[config.mk]
export PLATFORM = sky130hd
export DESIGN_NAME = rgb_led_dimmer_mode_control_unit
export DESIGN_NICKNAME = d
export VERILOG_FILES = /design/src/design/rldm_pkg.sv /design/src/design/rldm_cfg.sv /design/src/design/rldm_in_reg.sv /design/src/design/rldm_core.sv /design/src/design/rldm_out_reg.sv /design/src/design/rgb_led_dimmer_mode_control_unit.sv
export SDC_FILE = /design/constraint.sdc
export NUM_CORES = 1
export LEC_CHECK = 0
export BUFFER_PORTS_ARGS = -buffer_cell sky130_fd_sc_hd__buf_2
export CORE_ASPECT_RATIO = 1.1
export CORE_MARGIN = 4
export CORE_UTILIZATION = 40
export CTS_BUF_LIST = sky130_fd_sc_hd__clkbuf_8
export CTS_CLUSTER_SIZE = 8
export DETAILED_ROUTE_END_ITERATION = 8
export HOLD_SLACK_MARGIN = 0.06
export SLEW_MARGIN = 40
export SYNTH_ARGS = -nofsm -noshare
export SYNTH_HDL_FRONTEND = slang
export SYNTH_SLANG_ARGS = --single-unit
export TNS_END_PERCENT = 5
[constraint.sdc]
create_clock -name clk_i -period 7.2 [get_ports clk_i]
set_clock_uncertainty 0.05 [all_clocks]
set_input_delay 0.36 -clock clk_i [delete_from_list [all_inputs] [get_ports clk_i]]
set_output_delay 0.36 -clock clk_i [all_outputs]
set_load 0.02 [all_outputs]
[src/design/rldm_pkg.sv]
// Package for the RGB LED dimmer mode control unit.
// Holds widths, reset values, event and color codes, payload types and helpers.
// No dependencies; every design file refers to it by scoped names.
`default_nettype none

package rldm_pkg;

  // Knob converter resolution and derived widths
  localparam int SampleBits    = 12;
  localparam int DutyW         = 14;
  localparam int DeadbandW     = 12;
  localparam int ModeW         = 2;
  localparam int ColorW        = 2;
  localparam int NumColors     = 3;
  localparam int CompositeDiv  = 1024;
  localparam int CompositeShft = $clog2(CompositeDiv);
  localparam int ProdW         = 2 * SampleBits;

  localparam logic [DutyW-1:0]      DutyMax       = {DutyW{1'b1}};
  localparam logic [DeadbandW-1:0]  DeadbandReset = DeadbandW'(80);
  localparam logic [SampleBits-1:0] LevelReset    = SampleBits'(100);
  localparam logic [DutyW-1:0]      DutyReset     = DutyW'(100);

  // Stream payload widths, rounded up to whole bytes
  localparam int InTdataW  = ((SampleBits + 7) / 8) * 8;
  localparam int ResultW   = NumColors * DutyW + NumColors + 1 + ColorW;
  localparam int OutTdataW = ((ResultW + 7) / 8) * 8;

  // Register port
  localparam int ApbDataW = 32;
  localparam int CfgAddrW = 3;
  localparam int CfgIdxW  = CfgAddrW - 2;
  localparam logic [CfgIdxW-1:0] RegDeadband = CfgIdxW'(0);

  typedef enum logic [ModeW-1:0] {
    MODE_SAMPLE = 2'd0,
    MODE_NEXT   = 2'd1,
    MODE_TOGGLE = 2'd2
  } mode_e;

  typedef enum logic [ColorW-1:0] {
    COLOR_RED   = 2'd0,
    COLOR_GREEN = 2'd1,
    COLOR_BLUE  = 2'd2
  } color_e;

  typedef struct packed {
    logic [ModeW-1:0]      mode;
    logic [SampleBits-1:0] sample;
  } item_t;

  // Declared MSB first so the packed image matches tdata, duty_red lowest
  typedef struct packed {
    logic [ColorW-1:0] selected_color;
    logic              in_composite;
    logic              enable_blue;
    logic              enable_green;
    logic              enable_red;
    logic [DutyW-1:0]  duty_blue;
    logic [DutyW-1:0]  duty_green;
    logic [DutyW-1:0]  duty_red;
  } result_t;

  function automatic logic outside_band(input logic [SampleBits-1:0] a,
                                        input logic [SampleBits-1:0] b,
                                        input logic [DeadbandW-1:0]  band);
    logic [SampleBits-1:0] diff;
    diff = (a > b) ? (a - b) : (b - a);
    return diff > band;
  endfunction

  function automatic color_e next_color(input color_e c);
    color_e n;
    unique case (c)
      COLOR_RED:   n = COLOR_GREEN;
      COLOR_GREEN: n = COLOR_BLUE;
      default:     n = COLOR_RED;
    endcase
    return n;
  endfunction

  function automatic logic [NumColors-1:0] only_color(input color_e c);
    logic [NumColors-1:0] en;
    unique case (c)
      COLOR_GREEN: en = 3'b010;
      COLOR_BLUE:  en = 3'b100;
      default:     en = 3'b001;
    endcase
    return en;
  endfunction

  // snapshot * sample / 1024, saturated to the duty range
  function automatic logic [DutyW-1:0] scale_duty(input logic [SampleBits-1:0] level,
                                                  input logic [SampleBits-1:0] smp);
    logic [ProdW-1:0] prod;
    logic [ProdW-1:0] quot;
    prod = ProdW'(level) * ProdW'(smp);
    quot = prod >> CompositeShft;
    return (quot > ProdW'(DutyMax)) ? DutyMax : DutyW'(quot);
  endfunction

endpackage

`default_nettype wire

[src/design/rldm_cfg.sv]
// APB register port of the dimmer controller: holds the deadband register.
// Depends on rldm_pkg.
`default_nettype none

module rldm_cfg (
  input  wire logic                             clk_i,
  input  wire logic                             rst_ni,
  input  wire logic                             psel,
  input  wire logic                             penable,
  input  wire logic                             pwrite,
  input  wire logic [rldm_pkg::CfgAddrW-1:0]    paddr,
  input  wire logic [rldm_pkg::ApbDataW-1:0]    pwdata,
  output      logic [rldm_pkg::ApbDataW-1:0]    prdata,
  output      logic                             pready,
  output      logic [rldm_pkg::DeadbandW-1:0]   deadband_o
);

  logic [rldm_pkg::DeadbandW-1:0] deadband_q;
  logic [rldm_pkg::CfgIdxW-1:0]   reg_idx;
  logic                           wr_en;

  assign reg_idx = paddr[rldm_pkg::CfgAddrW-1:2];
  assign pready  = 1'b1;
  assign wr_en   = psel && penable && pwrite && pready;

  always_ff @(posedge clk_i or negedge rst_ni) begin
    if (!rst_ni) begin
      deadband_q <= rldm_pkg::DeadbandReset;
    end else if (wr_en && (reg_idx == rldm_pkg::RegDeadband)) begin
      deadband_q <= pwdata[rldm_pkg::DeadbandW-1:0];
    end
  end

  always_comb begin
    prdata = '0;
    if (reg_idx == rldm_pkg::RegDeadband) begin
      prdata = rldm_pkg::ApbDataW'(deadband_q);
    end
  end

  assign deadband_o = deadband_q;

endmodule

`default_nettype wire

[src/design/rldm_in_reg.sv]
// Input register of the dimmer controller: captures one event request.
// Depends on rldm_pkg.
`default_nettype none

module rldm_in_reg (
  input  wire logic                           clk_i,
  input  wire logic                           rst_ni,
  input  wire logic                           s_axis_tvalid,
  output      logic                           s_axis_tready,
  input  wire logic [rldm_pkg::InTdataW-1:0]  s_axis_tdata,
  input  wire logic [rldm_pkg::ModeW-1:0]     s_axis_tuser,
  input  wire logic                           take_i,
  output      logic                           valid_o,
  output      rldm_pkg::item_t                item_o
);

  logic            valid_q;
  rldm_pkg::item_t item_q;

  // Refill in the same cycle the held request moves on
  assign s_axis_tready = !valid_q || take_i;

  always_ff @(posedge clk_i or negedge rst_ni) begin
    if (!rst_ni) begin
      valid_q <= 1'b0;
    end else if (s_axis_tready) begin
      valid_q <= s_axis_tvalid;
    end
  end

  always_ff @(posedge clk_i) begin
    if (s_axis_tready && s_axis_tvalid) begin
      item_q.mode   <= s_axis_tuser;
      item_q.sample <= s_axis_tdata[rldm_pkg::SampleBits-1:0];
    end
  end

  assign valid_o = valid_q;
  assign item_o  = item_q;

endmodule

`default_nettype wire

[src/design/rldm_core.sv]
// Mode and level state of the dimmer controller with its per-event update logic.
// Depends on rldm_pkg.
`default_nettype none

module rldm_core (
  input  wire logic                            clk_i,
  input  wire logic                            rst_ni,
  input  wire logic                            step_i,
  input  wire rldm_pkg::item_t                 item_i,
  input  wire logic [rldm_pkg::DeadbandW-1:0]  deadband_i,
  output      rldm_pkg::result_t               result_o
);

  localparam int N  = rldm_pkg::NumColors;
  localparam int SB = rldm_pkg::SampleBits;
  localparam int DW = rldm_pkg::DutyW;

  logic                 composite_q, composite_d;
  rldm_pkg::color_e     color_q, color_d;
  logic [SB-1:0]        level_q [N];
  logic [SB-1:0]        level_d [N];
  logic [SB-1:0]        snap_q  [N];
  logic [SB-1:0]        snap_d  [N];
  logic [SB-1:0]        ref_q, ref_d;
  logic [SB-1:0]        latest_q, latest_d;
  logic [DW-1:0]        duty_q  [N];
  logic [DW-1:0]        duty_d  [N];
  logic [N-1:0]         en_q, en_d;

  logic [SB-1:0]        smp;
  logic [SB-1:0]        sel_level;
  logic                 ref_moved;
  logic [DW-1:0]        scaled [N];

  assign smp       = item_i.sample;
  assign sel_level = level_q[color_q];
  assign ref_moved = rldm_pkg::outside_band(smp, ref_q, deadband_i);

  always_comb begin
    for (int i = 0; i < N; i++) begin
      scaled[i] = rldm_pkg::scale_duty(snap_q[i], smp);
    end
  end

  always_comb begin
    composite_d = composite_q;
    color_d     = color_q;
    level_d     = level_q;
    snap_d      = snap_q;
    ref_d       = ref_q;
    latest_d    = latest_q;
    duty_d      = duty_q;
    en_d        = en_q;
    if (!composite_q) begin
      unique case (item_i.mode)
        rldm_pkg::MODE_SAMPLE: begin
          latest_d = smp;
          if (ref_moved && rldm_pkg::outside_band(smp, sel_level, deadband_i)) begin
            level_d[color_q] = smp;
            duty_d[color_q]  = DW'(smp);
            ref_d            = smp;
          end
        end
        rldm_pkg::MODE_NEXT: begin
          color_d = rldm_pkg::next_color(color_q);
          en_d    = rldm_pkg::only_color(color_d);
        end
        rldm_pkg::MODE_TOGGLE: begin
          snap_d      = level_q;
          en_d        = '1;
          ref_d       = latest_q;
          color_d     = rldm_pkg::COLOR_RED;
          composite_d = 1'b1;
        end
        default: begin
        end
      endcase
    end else begin
      unique case (item_i.mode)
        rldm_pkg::MODE_SAMPLE: begin
          if (ref_moved) begin
            for (int i = 0; i < N; i++) begin
              duty_d[i] = scaled[i];
              en_d[i]   = (scaled[i] != '0);
            end
            ref_d = smp;
          end
        end
        rldm_pkg::MODE_TOGGLE: begin
          level_d     = snap_q;
          composite_d = 1'b0;
          color_d     = rldm_pkg::COLOR_RED;
          en_d        = rldm_pkg::only_color(rldm_pkg::COLOR_RED);
        end
        default: begin
          // next-color is ignored while scaling all channels
        end
      endcase
    end
  end

  always_ff @(posedge clk_i or negedge rst_ni) begin
    if (!rst_ni) begin
      composite_q <= 1'b0;
      color_q     <= rldm_pkg::COLOR_RED;
      ref_q       <= '0;
      latest_q    <= '0;
      en_q        <= rldm_pkg::only_color(rldm_pkg::COLOR_RED);
      for (int i = 0; i < N; i++) begin
        level_q[i] <= rldm_pkg::LevelReset;
        snap_q[i]  <= rldm_pkg::LevelReset;
        duty_q[i]  <= rldm_pkg::DutyReset;
      end
    end else if (step_i) begin
      composite_q <= composite_d;
      color_q     <= color_d;
      ref_q       <= ref_d;
      latest_q    <= latest_d;
      en_q        <= en_d;
      level_q     <= level_d;
      snap_q      <= snap_d;
      duty_q      <= duty_d;
    end
  end

  // Result shows the state after this event
  always_comb begin
    result_o.duty_red       = duty_d[0];
    result_o.duty_green     = duty_d[1];
    result_o.duty_blue      = duty_d[2];
    result_o.enable_red     = en_d[0];
    result_o.enable_green   = en_d[1];
    result_o.enable_blue    = en_d[2];
    result_o.in_composite   = composite_d;
    result_o.selected_color = composite_d ? rldm_pkg::COLOR_RED : color_d;
  end

endmodule

`default_nettype wire

[src/design/rldm_out_reg.sv]
// Result register of the dimmer controller: holds one result until taken.
// Depends on rldm_pkg.
`default_nettype none

module rldm_out_reg (
  input  wire logic                            clk_i,
  input  wire logic                            rst_ni,
  input  wire logic                            load_i,
  input  wire rldm_pkg::result_t               result_i,
  output      logic                            space_o,
  output      logic                            m_axis_tvalid,
  input  wire logic                            m_axis_tready,
  output      logic [rldm_pkg::OutTdataW-1:0]  m_axis_tdata
);

  logic              valid_q;
  rldm_pkg::result_t result_q;

  assign space_o = !valid_q || m_axis_tready;

  always_ff @(posedge clk_i or negedge rst_ni) begin
    if (!rst_ni) begin
      valid_q <= 1'b0;
    end else if (space_o) begin
      valid_q <= load_i;
    end
  end

  always_ff @(posedge clk_i) begin
    if (load_i) begin
      result_q <= result_i;
    end
  end

  assign m_axis_tvalid = valid_q;
  assign m_axis_tdata  = rldm_pkg::OutTdataW'(result_q);

endmodule

`default_nettype wire

[src/design/rgb_led_dimmer_mode_control_unit.sv]
// RGB LED dimmer mode control unit, top level.
// Depends on rldm_pkg, rldm_cfg, rldm_in_reg, rldm_core, rldm_out_reg.
//
// Usage:
// - Event requests enter on the s_axis channel: tuser carries the event kind
//   (knob sample, next-color press, composite toggle), tdata the knob sample.
// - Each request yields exactly one result on m_axis: three PWM duties, three
//   output enables, the composite flag and the selected color.
// - The deadband register sits at byte address 0 of the APB port; write it
//   only while no request is in flight.
// - Timing: an accepted request waits in the input register; when it advances,
//   the state update and result register load happen together, putting the
//   result on m_axis.
// - Throughput: one request per cycle while m_axis is not stalled; the state
//   update loop closes through the input and result registers.
// - Receiver stall: the held result stays on m_axis; one further request is
//   still taken into the input register, after which s_axis_tready drops.
// - Reset: adjust mode, red selected and enabled alone, all levels and duties
//   at 100, reference and last samples at 0, deadband at 80, both stages empty.
`default_nettype none

module rgb_led_dimmer_mode_control_unit (
  input  wire logic                             clk_i,
  input  wire logic                             rst_ni,
  // tdata: sample [11:0], zero pad [15:12]
  input  wire logic                             s_axis_tvalid,
  output      logic                             s_axis_tready,
  input  wire logic [rldm_pkg::InTdataW-1:0]    s_axis_tdata,
  // tuser: mode [1:0]
  input  wire logic [rldm_pkg::ModeW-1:0]       s_axis_tuser,
  // tdata: duty_red [13:0], duty_green [27:14], duty_blue [41:28],
  //        enable_red [42], enable_green [43], enable_blue [44],
  //        in_composite [45], selected_color [47:46]
  output      logic                             m_axis_tvalid,
  input  wire logic                             m_axis_tready,
  output      logic [rldm_pkg::OutTdataW-1:0]   m_axis_tdata,
  input  wire logic                             psel,
  input  wire logic                             penable,
  input  wire logic                             pwrite,
  input  wire logic [rldm_pkg::CfgAddrW-1:0]    paddr,
  input  wire logic [rldm_pkg::ApbDataW-1:0]    pwdata,
  output      logic [rldm_pkg::ApbDataW-1:0]    prdata,
  output      logic                             pready
);

  logic [rldm_pkg::DeadbandW-1:0] deadband;
  logic                           in_valid;
  rldm_pkg::item_t                item;
  rldm_pkg::result_t              result;
  logic                           out_space;
  logic                           step;

  // Advance a held request when the result register can take its result
  assign step = in_valid && out_space;

  rldm_cfg u_cfg (
    .clk_i      (clk_i),
    .rst_ni     (rst_ni),
    .psel       (psel),
    .penable    (penable),
    .pwrite     (pwrite),
    .paddr      (paddr),
    .pwdata     (pwdata),
    .prdata     (prdata),
    .pready     (pready),
    .deadband_o (deadband)
  );

  rldm_in_reg u_in_reg (
    .clk_i         (clk_i),
    .rst_ni        (rst_ni),
    .s_axis_tvalid (s_axis_tvalid),
    .s_axis_tready (s_axis_tready),
    .s_axis_tdata  (s_axis_tdata),
    .s_axis_tuser  (s_axis_tuser),
    .take_i        (step),
    .valid_o       (in_valid),
    .item_o        (item)
  );

  rldm_core u_core (
    .clk_i      (clk_i),
    .rst_ni     (rst_ni),
    .step_i     (step),
    .item_i     (item),
    .deadband_i (deadband),
    .result_o   (result)
  );

  rldm_out_reg u_out_reg (
    .clk_i         (clk_i),
    .rst_ni        (rst_ni),
    .load_i        (step),
    .result_i      (result),
    .space_o       (out_space),
    .m_axis_tvalid (m_axis_tvalid),
    .m_axis_tready (m_axis_tready),
    .m_axis_tdata  (m_axis_tdata)
  );

endmodule

`default_nettype wire

==> flow_metrics.env <==
export IMPL_syn_to_final_growth_pct=10.2
export IMPL_start_kind="flop"
export IMPL_cpMostUsedCell="fa_1"
export IMPL_critPathRequiredTime_ns=7.43
export IMPL_finalSetupTns_ns=0
export IMPL_first_pass_iters=5
export IMPL_grt_pass1_wl_um=120000
export IMPL_path_buf_inv=4
export IMPL_place_gp_congestion=0.911
export IMPL_tightest_slew_ns=0.834
export IMPL_synthFlopType="dfrtp_1"
export IMPL_setup_violations=0
export IMPL_dpl_instance_area_mm2=0.0285
export IMPL_vias=21000
export IMPL_antenna_found_initial=1
export IMPL_stdcell_area_mm2=0.0296
export IMPL_cts_tree="built"
export IMPL_syn_instance_count=2986
export IMPL_synth_edf_count=62
export IMPL_synthArstFlopShare=0.718
export IMPL_crit_chain="buf_4, nand2_1, fa_1, inv_1, fa_1, fa_1, inv_1, fa_1, fa_1, inv_1, ha_1, and3_1, o211ai_1, o221ai_2, xnor2_1, o2111ai_1, or4_1, a2111oi_2, a31oi_1"
export IMPL_fin_cells=3956
export IMPL_cp_top_family="adder cells"
export IMPL_clock_sinks=220
export IMPL_fin_crit_sh=0.938
export IMPL_via_per_inst=5.31
export IMPL_crit_cells=19
export IMPL_wl_per_cell_um=19.0
export IMPL_grt_pass1_vias=21100
export IMPL_critPathCaptureType="flop"
export IMPL_fp_dieW_um=255
export IMPL_root_buffer="clkbuf_8"
export IMPL_cts_clk_slew_worst_paths_ns=0.06
export IMPL_synth_warnings=0
export IMPL_grt_setup_unrepaired="no"
export IMPL_finalHoldViolCount=0
export IMPL_port_buffers=95
export IMPL_grt_remaining_overflow=0
export IMPL_drt_wl_total_um=75100
export IMPL_cts_buffers=37
export IMPL_whs_ns=0.267
export IMPL_reg2regPathDepth=19
export IMPL_worstSetupPathType="reg2reg"
export IMPL_slew_violations=0
export IMPL_layout_nets=3678
export IMPL_ys_ff_latch=220
export IMPL_die_h_um=280
export IMPL_core_mm2=0.0664
export IMPL_placed_cells=3858
export IMPL_layout_min_cycle_time_ns=6.75
export IMPL_clock_latency_ns=0.56
export IMPL_die_area_mm2=0.0713
export IMPL_slew_headroom=0.440
export IMPL_slowest_delay_ns=0.86
export IMPL_layout_cells_most_common="inv_1"
export IMPL_synth_distinct_cells=86
export IMPL_boundaryPins=143
export IMPL_htreeDepth=2
export IMPL_worst_path_max_fanout=14
export IMPL_worst_path_max_delay_cell="edfxtp_1"
export IMPL_hold_class="in2async"
export IMPL_drc=0
export IMPL_fmax_mhz=148
export IMPL_grt_max_degree=72
export IMPL_syn_avg_cell_area_um2=8.98
export IMPL_cap_violations=0
export IMPL_grt_util_all_layers=0.213
export IMPL_ys_seq_area_frac=0.218
export IMPL_run_status="complete, no violations"
export IMPL_final_cell_mix="inv_1 (486), nand2_1 (414), fa_1 (301), ha_1 (246), and2_1 (170)"
export IMPL_synth_area_mm2=0.0268
export IMPL_first_iter_violations=1321
export IMPL_fp_row_count=99
export IMPL_arrival_ns=6.98
export IMPL_drive_gt1_frac=0.124
export IMPL_hpwlAfterDp_um=56300
export IMPL_start_util=0.404
export IMPL_cts_max_path_buffers=3
export IMPL_route_antenna_remaining_nets=0
export IMPL_fillers=6591
## worst reg2reg max path: stages, from the launching register on
cell,delay [ns]
edfxtp_1,0.86
buf_4,0.31
nand2_1,0.08
fa_1,0.42
inv_1,0.08
fa_1,0.44
fa_1,0.54
inv_1,0.05
fa_1,0.46
fa_1,0.49
inv_1,0.04
ha_1,0.37
and3_1,0.18
o211ai_1,0.11
o221ai_2,0.45
xnor2_1,0.30
o2111ai_1,0.17
or4_1,0.57
a2111oi_2,0.37
a31oi_1,0.13
## layout make-up
| class | count | area, um2 | area share |
|---|---|---|---|
| Inverter | 471 | 1770 | 0.0599 |
| Sequential cell | 220 | 5860 | 0.198 |
| Antenna cell | 2 | 5.00 | 0.000169 |
| Clock buffer | 42 | 578 | 0.0195 |
| Timing Repair Buffer | 222 | 1670 | 0.0565 |
| Multi-Input combinational cell | 2118 | 18500 | 0.625 |
| Clock inverter | 23 | 143 | 0.00482 |
| Tap cell | 858 | 1070 | 0.0363 |
## per-stage QoR
step | setup slack [ns] | utilization
6_report | 0.448 | 0.445
5_1_grt | 0.134 | 0.445
4_1_cts | 0.475 | 0.445
3_5_place_dp | 0.495 | 0.430
3_3_place_gp | 0.466 | 0.429
2_1_floorplan | 0.840 | -
## metal layers
layer | part of all wire | up-vias | wire length (um) | track usage
met2 | 0.47 | 591 | 35100 | 0.350
met4 | 0.024 | 0 | 1810 | 0.0512
met1 | 0.46 | 10500 | 34300 | 0.305
met5 | 0 | - | 0 | 0
li1 | - | 9806 | - | -
met3 | 0.051 | 100 | 3820 | 0.0213
## synth_stat cells (4+ instances only)
master | n | area (um2)
a211o_1 | 4 | 35.0
a211oi_1 | 13 | 97.6
a21o_1 | 40 | 300
a21oi_1 | 139 | 696
a221o_1 | 6 | 60.1
a22o_1 | 6 | 52.6
a22oi_1 | 7 | 52.6
a31oi_1 | 21 | 131
and2_1 | 171 | 1070
and3_1 | 8 | 50.1
buf_1 | 13 | 48.8
buf_2 | 8 | 40.0
buf_4 | 23 | 173
clkbuf_1 | 150 | 563
dfrtp_1 | 128 | 3200
dfstp_2 | 30 | 788
edfxtp_1 | 62 | 1860
fa_1 | 301 | 6030
ha_1 | 247 | 3090
inv_1 | 469 | 1760
mux2_2 | 88 | 991
mux2i_1 | 62 | 621
nand2_1 | 417 | 1570
nand2b_1 | 11 | 68.8
nand3_1 | 30 | 150
nand4_1 | 18 | 113
nand4b_1 | 6 | 52.6
nor2_1 | 113 | 424
nor2b_1 | 14 | 87.6
nor3_1 | 17 | 85.1
nor4_1 | 5 | 31.3
o211a_1 | 13 | 130
o211ai_1 | 11 | 82.6
o21a_1 | 5 | 37.5
o21ai_0 | 143 | 716
o21bai_1 | 8 | 60.1
o221ai_1 | 10 | 87.6
o22ai_1 | 29 | 181
o31a_1 | 4 | 35.0
o31ai_1 | 4 | 30.0
or3_1 | 11 | 68.8
xnor2_1 | 38 | 333
xor2_1 | 23 | 201
## cells by family (layout without fill, tap and decap cells)
| logic type | count (synthesis) | after routing | share of synthesized area |
|---|---|---|---|
| other | 2 | 23 | 0.000280 |
| AO/OA/AOI/OAI | 502 | 502 | 0.120 |
| buffers and inverters | 667 | 758 | 0.0972 |
| AND/OR/NAND/NOR | 835 | 835 | 0.144 |
| XOR/XNOR | 61 | 61 | 0.0199 |
| flip-flops | 220 | 220 | 0.218 |
| adder cells (fa/ha/maj) | 548 | 548 | 0.340 |
| multiplexers | 151 | 151 | 0.0606 |
## worst paths after layout
check,from,to,slack (ns)
setup / recovery,u_in_reg.item_o[6],u_out_reg.m_axis_tdata[42],0.45
hold / removal,rst_ni,u_cfg.deadband_o[0],0.27
setup reg to reg,u_in_reg.item_o[6],u_out_reg.m_axis_tdata[42],0.45
hold reg to reg,u_core.latest_q[6],u_core.latest_q[6],0.43
max in group asynchronous,rst_ni,u_core.composite_q,5.89
min in group clk_i,u_core.latest_q[6],u_core.latest_q[6],0.43
## sequential cells by signal, indices dropped and copies added (netlist names), 2 cells and up
signal / count
u_core.snap_q: 36
u_cfg.deadband_o: 12
u_core.color_q: 2
u_core.ref_q: 12
u_core.level_q: 36
u_core.latest_q: 12
u_in_reg.item_o: 14
u_core.en_q: 3
u_out_reg.m_axis_tdata: 48
u_core.duty_q: 42
## repair_timing
action	4_1_cts	5_1_grt
hold endpoints to repair	72	0
resized for setup	0	0
setup endpoints to repair	0	4
setup buffers	0	1
hold buffers	30	0
Power is not shown: default switching activity piles up to over one toggle a cycle in this logic, so the estimate is an artifact.
